File: src/sv/jjytce_pkg.sv
`timescale 1ns / 1ps
// ----------------------------------------------------------------------------
// jjy time-code encoder package
// item types, queue structs, symbol codes and calendar helper functions
// ----------------------------------------------------------------------------
package jjytce_pkg;

  localparam int FRAME_LEN = 60;
  localparam logic [5:0] LAST_SEC = 6'd59;

  typedef logic [FRAME_LEN-1:0] frame_t;

  // marker seconds: 0, 9, 19, 29, 39, 49, 59
  localparam frame_t MARKER_MASK = (frame_t'(1) << 0)  | (frame_t'(1) << 9)  |
                                   (frame_t'(1) << 19) | (frame_t'(1) << 29) |
                                   (frame_t'(1) << 39) | (frame_t'(1) << 49) |
                                   (frame_t'(1) << 59);

  localparam logic [1:0] SYM_MARKER = 2'd0;
  localparam logic [1:0] SYM_ZERO   = 2'd1;
  localparam logic [1:0] SYM_ONE    = 2'd2;

  localparam logic [9:0] HT_MARKER = 10'd200;
  localparam logic [9:0] HT_ZERO   = 10'd800;
  localparam logic [9:0] HT_ONE    = 10'd500;

  typedef struct packed {
    logic [13:0] cal_year;
    logic [3:0]  cal_month;
    logic [4:0]  cal_day;
    logic [4:0]  clock_hour;
    logic [5:0]  clock_minute;
  } in_item_t;

  typedef struct packed {
    logic [1:0] symbol;
    logic [5:0] second_index;
    logic [9:0] high_time_ms;
    logic       frame_last;
  } out_item_t;

  // front to queue
  typedef struct packed {
    logic   push;
    frame_t bits;
  } q_wr_t;

  // queue to back
  typedef struct packed {
    logic   avail;
    frame_t bits;
  } q_rd_t;

  // (153 * m + 2) / 5 for the march-based month index
  function automatic logic [8:0] month_term(input logic [3:0] ma);
    logic [8:0] t;
    case (ma)
      4'd0:    t = 9'd0;
      4'd1:    t = 9'd31;
      4'd2:    t = 9'd61;
      4'd3:    t = 9'd92;
      4'd4:    t = 9'd122;
      4'd5:    t = 9'd153;
      4'd6:    t = 9'd184;
      4'd7:    t = 9'd214;
      4'd8:    t = 9'd245;
      4'd9:    t = 9'd275;
      4'd10:   t = 9'd306;
      4'd11:   t = 9'd337;
      4'd12:   t = 9'd367;
      default: t = 9'd0;
    endcase
    return t;
  endfunction

  // shift-and-add-3 binary to three bcd digits
  function automatic logic [11:0] bin_to_bcd(input logic [8:0] bin);
    logic [11:0] bcd;
    bcd = '0;
    for (int i = 8; i >= 0; i--) begin
      if (bcd[3:0] >= 4'd5)  bcd[3:0]  = bcd[3:0] + 4'd3;
      if (bcd[7:4] >= 4'd5)  bcd[7:4]  = bcd[7:4] + 4'd3;
      if (bcd[11:8] >= 4'd5) bcd[11:8] = bcd[11:8] + 4'd3;
      bcd = {bcd[10:0], bin[i]};
    end
    return bcd;
  endfunction

endpackage

File: src/sv/jjytce_chan_if.sv
`timescale 1ns / 1ps
// ----------------------------------------------------------------------------
// jjy time-code encoder channel
// valid/ready channel carrying one payload item per request
// ----------------------------------------------------------------------------
interface jjytce_chan_if #(
  parameter type payload_t = logic
);
  logic     valid;
  logic     ready;
  payload_t data;

  modport source (output valid, output data, input ready);
  modport sink   (input valid, input data, output ready);
endinterface

File: src/sv/jjy_time_code_frame_encoder_top.sv
`timescale 1ns / 1ps
// ----------------------------------------------------------------------------
// jjy time-code frame encoder
// turns one calendar minute into the 60 symbols of its jjy frame
// ----------------------------------------------------------------------------
//  channel   | dir | request payload
//  ----------+-----+---------------------------------------------------------
//  in_chan   | in  | cal_year, cal_month, cal_day, clock_hour, clock_minute
//  out_chan  | out | symbol, second_index, high_time_ms, frame_last
//
//  each minute gives 60 result requests, one per cycle while out_chan is ready,
//  so the symbol walker in the back sets the rate at which minutes are taken
//  a frame is registered at every front pipeline stage before it reaches the queue
//  reset is synchronous and active low; there is no clearing pass
//  either side may stall on its own: the queue and the output register decouple them
// ----------------------------------------------------------------------------
module jjy_time_code_frame_encoder_top #(
  parameter int QUEUE_DEPTH = 2
) (
  input logic           clk,
  input logic           rst_n,
  jjytce_chan_if.sink   in_chan,
  jjytce_chan_if.source out_chan
);
  import jjytce_pkg::*;

  // front to queue and queue to back
  q_wr_t q_wr;
  q_rd_t q_rd;
  logic  q_full;
  logic  q_pop;

  // front: calendar arithmetic and frame bit layout, one minute per cycle while the queue is not full
  jjytce_front u_front (
    .clk      (clk),
    .rst_n    (rst_n),
    .in_valid (in_chan.valid),
    .in_ready (in_chan.ready),
    .in_item  (in_chan.data),
    .q_wr     (q_wr),
    .q_full   (q_full)
  );

  // queue: holds finished frames while the back is still walking one
  jjytce_queue #(
    .DEPTH (QUEUE_DEPTH)
  ) u_queue (
    .clk    (clk),
    .rst_n  (rst_n),
    .q_wr   (q_wr),
    .q_full (q_full),
    .q_pop  (q_pop),
    .q_rd   (q_rd)
  );

  // back: one symbol per cycle into the output register while it is free, pops at second 59
  jjytce_back u_back (
    .clk       (clk),
    .rst_n     (rst_n),
    .q_rd      (q_rd),
    .q_pop     (q_pop),
    .out_valid (out_chan.valid),
    .out_ready (out_chan.ready),
    .out_item  (out_chan.data)
  );

endmodule

File: src/sv/jjytce_front.sv
`timescale 1ns / 1ps
// ----------------------------------------------------------------------------
// jjy time-code encoder front
// five-stage pipeline: century, remainders, julian day, day of year, weekday and frame bits
// ----------------------------------------------------------------------------
module jjytce_front (
  input  logic               clk,
  input  logic               rst_n,
  input  logic               in_valid,
  output logic               in_ready,
  input  jjytce_pkg::in_item_t in_item,
  output jjytce_pkg::q_wr_t  q_wr,
  input  logic               q_full
);
  import jjytce_pkg::*;

  localparam int RECIP_100  = 5243;  // 2^19 / 100 rounded up
  localparam int RECIP_SH   = 19;
  localparam int DAYS_CENT4 = 146097;
  localparam int DAYS_YEAR4 = 1461;
  localparam int JDN_OFFSET = 32045;
  localparam int JAN_TERM   = 306;

  typedef struct packed {
    logic [2:0] mt;
    logic [3:0] mu;
    logic [1:0] ht;
    logic [3:0] hu;
  } tod_dig_t;

  typedef struct packed {
    logic [14:0] ya;
    logic [14:0] yj;
    logic [13:0] year;
    logic [7:0]  cy;
    logic [7:0]  cj;
    logic [7:0]  cyr;
    logic [8:0]  mterm;
    logic [4:0]  day;
    tod_dig_t    tod;
  } s1_t;

  typedef struct packed {
    logic [7:0] cy;
    logic [7:0] cj;
    logic [6:0] ry;
    logic [6:0] rj;
    logic [6:0] yyr;
    logic [8:0] mterm;
    logic [4:0] day;
    tod_dig_t   tod;
  } s2_t;

  typedef struct packed {
    logic [23:0] jp1;
    logic [23:0] jan;
    logic [3:0]  yt;
    logic [3:0]  yu;
    tod_dig_t    tod;
  } s3_t;

  typedef struct packed {
    logic [1:0] dh;
    logic [3:0] dt;
    logic [3:0] du;
    logic [5:0] osum;
    logic [3:0] yt;
    logic [3:0] yu;
    tod_dig_t   tod;
  } s4_t;

  function automatic logic [3:0] rev4(input logic [3:0] d);
    return {d[0], d[1], d[2], d[3]};
  endfunction

  logic [4:0] vld_r, vld_nxt, adv;
  s1_t    s1_r, s1_nxt;
  s2_t    s2_r, s2_nxt;
  s3_t    s3_r, s3_nxt;
  s4_t    s4_r, s4_nxt;
  frame_t frame_r, frame_nxt;

  // stage k moves when it is empty or its successor moves
  always_comb begin
    adv[4] = !vld_r[4] || !q_full;
    for (int k = 3; k >= 0; k--) begin
      adv[k] = !vld_r[k] || adv[k+1];
    end
    vld_nxt[0] = adv[0] ? in_valid : vld_r[0];
    for (int k = 1; k < 5; k++) begin
      vld_nxt[k] = adv[k] ? vld_r[k-1] : vld_r[k];
    end
  end

  assign in_ready  = adv[0];
  assign q_wr.push = vld_r[4];
  assign q_wr.bits = frame_r;

  // stage 1: march-based year and month, century by reciprocal
  always_comb begin
    logic        early;
    logic [27:0] py, pj, pr;
    logic [11:0] mb, hb;
    early = in_item.cal_month < 4'd3;
    s1_nxt.year = in_item.cal_year;
    s1_nxt.yj   = 15'(in_item.cal_year) + 15'd4799;
    s1_nxt.ya   = early ? s1_nxt.yj : 15'(in_item.cal_year) + 15'd4800;
    py = 28'(s1_nxt.ya) * 28'(RECIP_100);
    pj = 28'(s1_nxt.yj) * 28'(RECIP_100);
    pr = 28'(in_item.cal_year) * 28'(RECIP_100);
    s1_nxt.cy  = py[RECIP_SH +: 8];
    s1_nxt.cj  = pj[RECIP_SH +: 8];
    s1_nxt.cyr = pr[RECIP_SH +: 8];
    s1_nxt.mterm = month_term(early ? in_item.cal_month + 4'd9 : in_item.cal_month - 4'd3);
    s1_nxt.day = in_item.cal_day;
    mb = bin_to_bcd(9'(in_item.clock_minute));
    hb = bin_to_bcd(9'(in_item.clock_hour));
    s1_nxt.tod.mt = mb[6:4];
    s1_nxt.tod.mu = mb[3:0];
    s1_nxt.tod.ht = hb[5:4];
    s1_nxt.tod.hu = hb[3:0];
  end

  // stage 2: remainders modulo 100
  always_comb begin
    logic [14:0] ry, rj, yr;
    ry = s1_r.ya - 15'(s1_r.cy) * 15'd100;
    rj = s1_r.yj - 15'(s1_r.cj) * 15'd100;
    yr = 15'(s1_r.year) - 15'(s1_r.cyr) * 15'd100;
    s2_nxt.cy    = s1_r.cy;
    s2_nxt.cj    = s1_r.cj;
    s2_nxt.ry    = ry[6:0];
    s2_nxt.rj    = rj[6:0];
    s2_nxt.yyr   = yr[6:0];
    s2_nxt.mterm = s1_r.mterm;
    s2_nxt.day   = s1_r.day;
    s2_nxt.tod   = s1_r.tod;
  end

  // stage 3: julian day plus one, and julian day of january 1st
  always_comb begin
    logic [25:0] cpy, cpj;
    logic [17:0] rpy, rpj;
    logic [11:0] yb;
    cpy = 26'(s2_r.cy) * 26'(DAYS_CENT4);
    cpj = 26'(s2_r.cj) * 26'(DAYS_CENT4);
    rpy = 18'(s2_r.ry) * 18'(DAYS_YEAR4);
    rpj = 18'(s2_r.rj) * 18'(DAYS_YEAR4);
    s3_nxt.jp1 = cpy[25:2] + 24'(rpy[17:2]) + 24'(s2_r.mterm) + 24'(s2_r.day)
                 - 24'(JDN_OFFSET - 1);
    s3_nxt.jan = cpj[25:2] + 24'(rpj[17:2]) + 24'(JAN_TERM + 1) - 24'(JDN_OFFSET);
    yb = bin_to_bcd(9'(s2_r.yyr));
    s3_nxt.yt  = yb[7:4];
    s3_nxt.yu  = yb[3:0];
    s3_nxt.tod = s2_r.tod;
  end

  // stage 4: day of year clamped at zero, octal digit sum for mod 7
  always_comb begin
    logic [24:0] diff;
    logic [8:0]  doy;
    logic [11:0] db;
    diff = {1'b0, s3_r.jp1} - {1'b0, s3_r.jan};
    doy  = diff[24] ? 9'd0 : diff[8:0];
    db   = bin_to_bcd(doy);
    s4_nxt.dh = db[9:8];
    s4_nxt.dt = db[7:4];
    s4_nxt.du = db[3:0];
    s4_nxt.osum = '0;
    for (int k = 0; k < 8; k++) begin
      s4_nxt.osum = s4_nxt.osum + 6'(s3_r.jp1[3*k +: 3]);
    end
    s4_nxt.yt  = s3_r.yt;
    s4_nxt.yu  = s3_r.yu;
    s4_nxt.tod = s3_r.tod;
  end

  // stage 5: weekday fold and frame bit layout
  always_comb begin
    logic [3:0] fold;
    logic [2:0] wd;
    fold = 4'(s4_r.osum[5:3]) + 4'(s4_r.osum[2:0]);
    wd   = (fold >= 4'd7) ? 3'(fold - 4'd7) : fold[2:0];
    frame_nxt = '0;
    frame_nxt[3:1]   = {s4_r.tod.mt[0], s4_r.tod.mt[1], s4_r.tod.mt[2]};
    frame_nxt[8:5]   = rev4(s4_r.tod.mu);
    frame_nxt[13:12] = {s4_r.tod.ht[0], s4_r.tod.ht[1]};
    frame_nxt[18:15] = rev4(s4_r.tod.hu);
    frame_nxt[23:22] = {s4_r.dh[0], s4_r.dh[1]};
    frame_nxt[28:25] = rev4(s4_r.dt);
    frame_nxt[33:30] = rev4(s4_r.du);
    frame_nxt[36]    = ^{s4_r.tod.ht, s4_r.tod.hu};
    frame_nxt[37]    = ^{s4_r.tod.mt, s4_r.tod.mu};
    frame_nxt[44:41] = rev4(s4_r.yt);
    frame_nxt[48:45] = rev4(s4_r.yu);
    frame_nxt[52:50] = {wd[0], wd[1], wd[2]};
  end

  always_ff @(posedge clk) begin
    if (!rst_n) begin
      vld_r <= '0;
    end else begin
      vld_r <= vld_nxt;
    end
  end

  always_ff @(posedge clk) begin
    if (adv[0]) s1_r    <= s1_nxt;
    if (adv[1]) s2_r    <= s2_nxt;
    if (adv[2]) s3_r    <= s3_nxt;
    if (adv[3]) s4_r    <= s4_nxt;
    if (adv[4]) frame_r <= frame_nxt;
  end

endmodule

File: src/sv/jjytce_queue.sv
`timescale 1ns / 1ps
// ----------------------------------------------------------------------------
// jjy time-code encoder frame queue
// small register fifo of frame bit vectors between front and back
// ----------------------------------------------------------------------------
module jjytce_queue #(
  parameter int DEPTH = 2
) (
  input  logic              clk,
  input  logic              rst_n,
  input  jjytce_pkg::q_wr_t q_wr,
  output logic              q_full,
  input  logic              q_pop,
  output jjytce_pkg::q_rd_t q_rd
);
  import jjytce_pkg::*;

  localparam int PTR_W = (DEPTH > 1) ? $clog2(DEPTH) : 1;
  localparam int CNT_W = $clog2(DEPTH + 1);

  frame_t           mem_r [DEPTH];
  logic [PTR_W-1:0] wr_ptr_r, wr_ptr_nxt, rd_ptr_r, rd_ptr_nxt;
  logic [CNT_W-1:0] cnt_r, cnt_nxt;
  logic             push_ok, pop_ok;

  assign q_full     = cnt_r == CNT_W'(DEPTH);
  assign q_rd.avail = cnt_r != '0;
  assign q_rd.bits  = mem_r[rd_ptr_r];

  assign push_ok = q_wr.push && !q_full;
  assign pop_ok  = q_pop && q_rd.avail;

  always_comb begin
    wr_ptr_nxt = wr_ptr_r;
    rd_ptr_nxt = rd_ptr_r;
    cnt_nxt    = cnt_r;
    if (push_ok) begin
      wr_ptr_nxt = (wr_ptr_r == PTR_W'(DEPTH - 1)) ? '0 : wr_ptr_r + 1'b1;
    end
    if (pop_ok) begin
      rd_ptr_nxt = (rd_ptr_r == PTR_W'(DEPTH - 1)) ? '0 : rd_ptr_r + 1'b1;
    end
    if (push_ok && !pop_ok) begin
      cnt_nxt = cnt_r + 1'b1;
    end else if (pop_ok && !push_ok) begin
      cnt_nxt = cnt_r - 1'b1;
    end
  end

  always_ff @(posedge clk) begin
    if (!rst_n) begin
      wr_ptr_r <= '0;
      rd_ptr_r <= '0;
      cnt_r    <= '0;
    end else begin
      wr_ptr_r <= wr_ptr_nxt;
      rd_ptr_r <= rd_ptr_nxt;
      cnt_r    <= cnt_nxt;
    end
  end

  always_ff @(posedge clk) begin
    if (push_ok) begin
      mem_r[wr_ptr_r] <= q_wr.bits;
    end
  end

endmodule

File: src/sv/jjytce_back.sv
`timescale 1ns / 1ps
// ----------------------------------------------------------------------------
// jjy time-code encoder back
// walks the head frame one second per cycle, while the output is free, into a registered output
// ----------------------------------------------------------------------------
module jjytce_back (
  input  logic                  clk,
  input  logic                  rst_n,
  input  jjytce_pkg::q_rd_t     q_rd,
  output logic                  q_pop,
  output logic                  out_valid,
  input  logic                  out_ready,
  output jjytce_pkg::out_item_t out_item
);
  import jjytce_pkg::*;

  logic [5:0] sec_r, sec_nxt;
  logic       out_valid_r, out_valid_nxt;
  out_item_t  item_r, item_nxt;
  logic       adv, emit, last;

  assign adv  = !out_valid_r || out_ready;
  assign emit = adv && q_rd.avail;
  assign last = sec_r == LAST_SEC;

  assign q_pop = emit && last;

  always_comb begin
    sec_nxt       = sec_r;
    out_valid_nxt = out_valid_r;
    if (adv) begin
      out_valid_nxt = q_rd.avail;
    end
    if (emit) begin
      sec_nxt = last ? '0 : sec_r + 6'd1;
    end
  end

  always_comb begin
    item_nxt.second_index = sec_r;
    item_nxt.frame_last   = last;
    if (MARKER_MASK[sec_r]) begin
      item_nxt.symbol       = SYM_MARKER;
      item_nxt.high_time_ms = HT_MARKER;
    end else if (q_rd.bits[sec_r]) begin
      item_nxt.symbol       = SYM_ONE;
      item_nxt.high_time_ms = HT_ONE;
    end else begin
      item_nxt.symbol       = SYM_ZERO;
      item_nxt.high_time_ms = HT_ZERO;
    end
  end

  always_ff @(posedge clk) begin
    if (!rst_n) begin
      sec_r       <= '0;
      out_valid_r <= 1'b0;
    end else begin
      sec_r       <= sec_nxt;
      out_valid_r <= out_valid_nxt;
    end
  end

  always_ff @(posedge clk) begin
    if (emit) begin
      item_r <= item_nxt;
    end
  end

  assign out_valid = out_valid_r;
  assign out_item  = item_r;

endmodule

File: src/flat_wrapper.sv
// flat-port wrapper written by rule: the top's interface ports become plain ports
module jjy_time_code_frame_encoder_top_flat import jjytce_pkg::*;
#(
  parameter int QUEUE_DEPTH = 2
)
  (clk, rst_n, in_chan_valid, in_chan_data, in_chan_ready, out_chan_valid, out_chan_data, out_chan_ready);
  jjytce_chan_if #(.payload_t(in_item_t)) in_chan_i ();
  jjytce_chan_if #(.payload_t(out_item_t)) out_chan_i ();
  input logic clk;
  input logic rst_n;
  input wire logic [$bits(in_chan_i.valid)-1:0] in_chan_valid;
  input wire logic [$bits(in_chan_i.data)-1:0] in_chan_data;
  output wire logic [$bits(in_chan_i.ready)-1:0] in_chan_ready;
  output wire logic [$bits(out_chan_i.valid)-1:0] out_chan_valid;
  output wire logic [$bits(out_chan_i.data)-1:0] out_chan_data;
  input wire logic [$bits(out_chan_i.ready)-1:0] out_chan_ready;
  assign in_chan_i.valid = in_chan_valid;
  assign in_chan_i.data = in_chan_data;
  assign in_chan_ready = in_chan_i.ready;
  assign out_chan_valid = out_chan_i.valid;
  assign out_chan_data = out_chan_i.data;
  assign out_chan_i.ready = out_chan_ready;
  jjy_time_code_frame_encoder_top #(.QUEUE_DEPTH(QUEUE_DEPTH)) u_core (.clk(clk), .rst_n(rst_n), .in_chan(in_chan_i), .out_chan(out_chan_i));
endmodule
File: config.mk
export PLATFORM = sky130hd
export DESIGN_NAME = jjy_time_code_frame_encoder_top_flat
export DESIGN_NICKNAME = d
export VERILOG_FILES = /design/src/sv/jjytce_pkg.sv /design/src/sv/jjytce_chan_if.sv /design/src/sv/jjy_time_code_frame_encoder_top.sv /design/src/sv/jjytce_front.sv /design/src/sv/jjytce_queue.sv /design/src/sv/jjytce_back.sv /design/src/flat_wrapper.sv
export SDC_FILE = /design/constraint.sdc
export NUM_CORES = 2
export LEC_CHECK = 0
export ABC_AREA = 1
export CAP_MARGIN = 10
export CORE_AREA = 2 2 210 367
export DETAILED_ROUTE_END_ITERATION = 7
export DIE_AREA = 0 0 212 369
export DONT_BUFFER_PORTS = 1
export GPL_TIMING_DRIVEN = 0
export PLACE_DENSITY = 0.67
export SYNTH_ARGS = -nofsm -noshare
export SYNTH_HDL_FRONTEND = slang
export SYNTH_HIERARCHICAL = 1
export SYNTH_SLANG_ARGS = --single-unit
File: constraint.sdc
create_clock -name clk -period 9.81 [get_ports clk]
set_clock_uncertainty 0.1 [all_clocks]
set_input_delay 0 -clock clk [delete_from_list [all_inputs] [get_ports clk]]
set_output_delay 0 -clock clk [all_outputs]
set_load 0.05 [all_outputs]
# Yosys cells after proc, flatten, opt, wreduce, memory -nomap -nowiden
# Memories as Yosys holds them, arrays and structs flattened. A register that Yosys moved wholly into a read port is not among the register bits.
# Cells that the tools add are included.
[totals]
regBits = 304
latchBits = 0
ram_bits = 72
mem_bits_ro = 208
output_inout_bits = 21
word_cells = 207
n_memories = 3
[mem_list]
columns = ["name", "depth", "width", "rd", "rd_ports_with_merged_regs", "write_ports", "line", "source"]
rows = [
  ["(name not given)", 16, 9, 1, 1, 0, "jjytce_pkg.sv:57", "case (ma)"],
  ["u_core.u_queue.mem_r", 2, 36, 1, 1, 1, "jjytce_queue.sv:21", "frame_t mem_r [DEPTH];"],
  ["(name not given)", 64, 1, 1, 1, 0, "jjytce_back.sv:42", "if (MARKER_MASK[sec_r]) begin"],
]
[classes]
add_sub_neg = 48
multipliers = 10
n_div = 0
n_lt_le_gt_ge = 22
eq_ne = 2
shifts = 0
mux = 39
bitwise = 0
reduce_logical = 25
[ops]
columns = ["cell", "count"]
rows = [
  ["4-bit 2-to-1 mux", 16],
  ["4-bit by 3-bit >= comparator with 1-bit output, second input constant", 14],
  ["15-bit by 13-bit multiplier with 27-bit output, second input constant", 2],
  ["4-bit by 2-bit adder with 4-bit output, second input constant", 13],
  ["8-bit by 18-bit multiplier with 26-bit output, second input constant", 2],
  ["24-bit by 16-bit adder with 24-bit output", 2],
  ["24-bit by 15-bit subtractor with 24-bit output, second input constant", 2],
  ["7-bit by 11-bit multiplier with 18-bit output, second input constant", 2],
  ["14-bit by 13-bit adder with 15-bit output, second input constant", 2],
  ["14-bit by 13-bit multiplier with 27-bit output, second input constant", 1],
  ["24-bit by 24-bit subtractor with 25-bit output", 1],
  ["24-bit by 5-bit adder with 24-bit output", 1],
  ["24-bit by 9-bit adder with 24-bit output", 1],
  ["24-bit by 9-bit adder with 24-bit output, second input constant", 1],
  ["6-bit by 3-bit adder with 6-bit output", 4],
  ["8-bit by 5-bit multiplier with 5-bit output, second input constant", 3],
  ["7-bit subtractor", 3],
  ["3-bit >= comparator, second input constant", 6],
  ["6-bit 2-to-1 mux", 3],
  ["3-bit by 2-bit adder with 4-bit output, second input constant", 4],
  ["15-bit 2-to-1 mux", 1],
  ["3-bit 2-to-1 mux", 5],
  ["10-bit 2-to-1 mux", 1],
  ["1-bit zero test", 9],
  ["24 further kinds", 47],
]

# Longest topological paths before layout
[depth]
depth_word = 14
mapped_depth = 53

# Modules after synthesis
# The synthesis kept the hierarchy.
[by_module_without_submodules]
columns = ["module", "n_inst", "cells_each", "area_each_um2", "seq_area_each_um2"]
rows = [
  ["jjytce_front", 1, 3112, 32341.0, 8358.0],
  ["jjytce_queue", 1, 224, 4880.9, 3703.6],
  ["jjytce_back", 1, 249, 1632.8, 520.5],
]

# Worst setup path after synthesis
# No wires, ideal clock.
[synth_timing]
path_type = "input-to-reg"
startpoint = "input in_chan_data[20]"
endpoint = "register u_core/u_front/s1_r[48] (netlist bit), data pin"
setup_ps = 258
arrival_ps = 6566
required_time_ps = 9452
path_slack_ps = 2886
cell_stages = 36
path_cell_list = "inv_1 ha_1 o21ai_0 nand2_1 nand2_1 xor2_1 inv_1 o21ai_0 ha_1 inv_1 fa_1 fa_1 inv_1 ha_1 inv_1 fa_1 inv_1 ha_1 a21oi_1 nand2_1 nand3_1 nand2_1 nand3_1 a21oi_1 a211oi_1 o21ai_0 nand3_1 a21oi_1 a211oi_1 nor2_1 nor2_1 inv_1 a21oi_1 inv_1 a21oi_1 xnor2_1"
[synth_rtl]
columns = ["element", "line", "source"]
rows = [
  ["start: declaration", "flat_wrapper.sv:12", "input wire logic [$bits(in_chan_i.data)-1:0] in_chan_data;"],
  ["end signal: assignment", "jjytce_front.sv:208", "if (adv[0]) s1_r <= s1_nxt;"],
  ["end: declaration", "jjytce_front.sv:77", "s1_t s1_r, s1_nxt;"],
]

==> results.cfg <==
[run]
cap_violations = 0

[global_routing]
antenna_found_initial = 0
grt-ovfl-total = 0
track_usage_pct = 20.0
grt_pass1_vias = 25914
grt_pass1_wl_mm = 123
grt_max_degree = 59

[clock_network]
cts.sinks = 425
ctsResizeCount = 0
root_buffer = clkbuf_16
h-tree-depth = 2
clockBufferDepth = 3
cts.clk_slew.worst_paths_ps = 70
cts_made_buffers = 41
cts_tree = done
worstSkewPairLatency_ps = 580

[synthesis]
synth_edf_count = 407
synthArstFlopShare_pct = 0
synth.avg_cell_area_sq_um = 10.8
netlist.area_leader.share_pct = 31.5
synthCells = 3585
yosysWarnings = 6
ys_types = 58
ys_ff_latch = 425
synthFlopType = edfxtp_1
yosysTopAreaCell = edfxtp_1
syn_area_sq_um = 38900
yosysSeqAreaShare_pct = 32.4
yosys-top-cells-area = edfxtp_1, ha_1, fa_1, inv_1, xor2_1

[setup_path]
worst-r2r-cell-count = 32
cp.arrival_ps = 8400
path_max_fanout = 8
slowest_delay_ps = 850
crit_required_ps = 10040
cpMaxStageDelayCell = xor2_1
crit_path_start_kind = primary input
worst_setup_path_end_kind = register
crit_type = in2reg

[die]
die_x_um = 212
coreArea_sq_um = 75100
die_y_um = 369
io_pins = 59
start_util_pct = 51.8
rows = 133
die_area_sq_um = 78200

[timing]
worstMarginPinSlew_ps = 1290
max_freq_ghz = 0.122
fin_tns_setup_ps = 0
rsz0062_at_grt = no
fin_ws_ps = 1640
setup_viol = 0
final.min_clock_period_ps = 8170
hold_viol_final = 0
slew-limit-headroom_pct = 13.3
drv_slew = 0
fin_crit_sh_pct = 83.3

[drt]
drc = 0
drt-initial-drc-count = 729
dr.pass1.iters = 5
postRouteAntennaNets = 0
drt-total-wl_mm = 74.0
vias = 23812
routed_via_density = 5.01
post_drt_wl_per_cell_um = 15.6

[finish]
drive_gt1_share_pct = 7.48
area_delta_synth_final_pct = 8.88
final_common_cell = inv_1
diodes = 0
nets = 4756
final_core_util_pct = 56.4
most-common-layout-cells = inv_1, ha_1, edfxtp_1, fa_1, nand2_1

[place]
dp_hpwl_mm = 62.3
port_buffers = 0
post-place-ws_ps = 1630
gp_routability_congestion = 0.884

[run_status]
status = finished, final reports clean

[min_path]
hp-class = in2reg
min_path_cells = 3
[state kept, by name, indices dropped and copies added, names as in the netlist, named ones only]
| name | flops |
|---|---|
| u_core/u_queue/mem_r | 120 |
| u_core/u_front/s2_r | 64 |
| u_core/u_front/frame_r | 36 |
| u_core/u_front/s3_r | 69 |
| u_core/u_queue/cnt_r | 2 |
| u_core/u_front/vld_r | 5 |
| u_core/u_queue/wr_ptr_r | 1 |
| u_core/u_front/frame_nxt | 31 |
| u_core/u_front/s1_r | 69 |
| u_core/u_back/sec_r | 6 |
| u_core/u_queue/rd_ptr_r | 1 |
| u_core/u_back/out_item | 12 |
| u_core/u_front/s4_r | 6 |
| u_core/u_back/out_valid | 1 |
[logic make-up after synthesis]
group,count (synthesis),synth area share (%)
flops,425,32.4
compound gates,366,5.22
other cells,2,0.0193
xor+xnor,209,4.75
simple gates,608,7.01
buf+inv,906,9.49
fa+ha+maj,1006,38.7
mux,63,2.40
[layout make-up]
| type | count | area (sq um) |
|---|---|---|
| fillers | 6383 | 32700 |
| plain buffers | 52 | 475 |
| flip-flops and latches | 425 | 12600 |
| inverters | 854 | 3210 |
| multi-input cells | 2278 | 22700 |
| clock inverters | 34 | 364 |
| clock buffers | 41 | 1030 |
| repair buffers | 60 | 681 |
| well taps | 1012 | 1270 |
[cells in the mapped netlist, types with 8 or more instances]
cell,instances
buf_4,36
nand3_2,9
o211ai_1,8
nor2_1,113
mux2_4,60
xnor2_1,67
o21ai_1,9
edfxtp_1,407
nand4_1,12
a21oi_1,174
nand2_2,23
xor2_1,140
o21ai_0,111
dfxtp_1,18
a21o_1,13
fa_1,328
o21bai_1,19
ha_1,678
inv_1,846
nand2_1,312
nand3_1,102
[through the flow]
stage	area (sq um)	hold slack, ps	instances
6_report	42300	74.6	4756
5_1_grt	42300	69.2	4756
4_1_cts	42300	55.4	4756
3_5_place_dp	40500	-0.875	4637
3_3_place_gp	40200	-0.859	4621
2_1_floorplan	38900	-1.13	3609
[final timing paths]
check                                from                       to  slack, ps
setup / recovery         in_chan_data[20]  u_core/u_front/s1_r[48]       1640
hold / removal           in_chan_data[19]  u_core/u_front/s1_r[23]         70
setup reg to reg  u_core/u_front/s2_r[43]  u_core/u_front/s3_r[67]       2450
hold reg to reg   u_core/u_front/s1_r[21]  u_core/u_front/s2_r[21]        310
[timing repair]
action,4_1_cts,5_1_grt
endpoints found under the hold margin,77,0
setup buffers,0,0
hold buffers,44,0
[worst max-delay path, delay by kind of cell]
kind / cells / cell delay [ps]
buf+inv: 7 / 1350
compound gates: 10 / 2000
fa+ha+maj: 7 / 3130
xor+xnor: 2 / 950
simple gates: 7 / 780
mux: 1 / 180
[layer usage]
| layer | vias to the layer above | routed length [um] | GRT usage [%] |
|---|---|---|---|
| met1 | 11547 | 24300 | 17.9 |
| met5 | - | 0 | 0 |
| met2 | 270 | 44500 | 42.6 |
| met4 | 0 | 3850 | 9.75 |
| met3 | 174 | 1340 | 1.70 |
| li1 | 11821 | - | - |
Power is not shown: default switching activity piles up to over one toggle a cycle in this logic, so the estimate is an artifact.
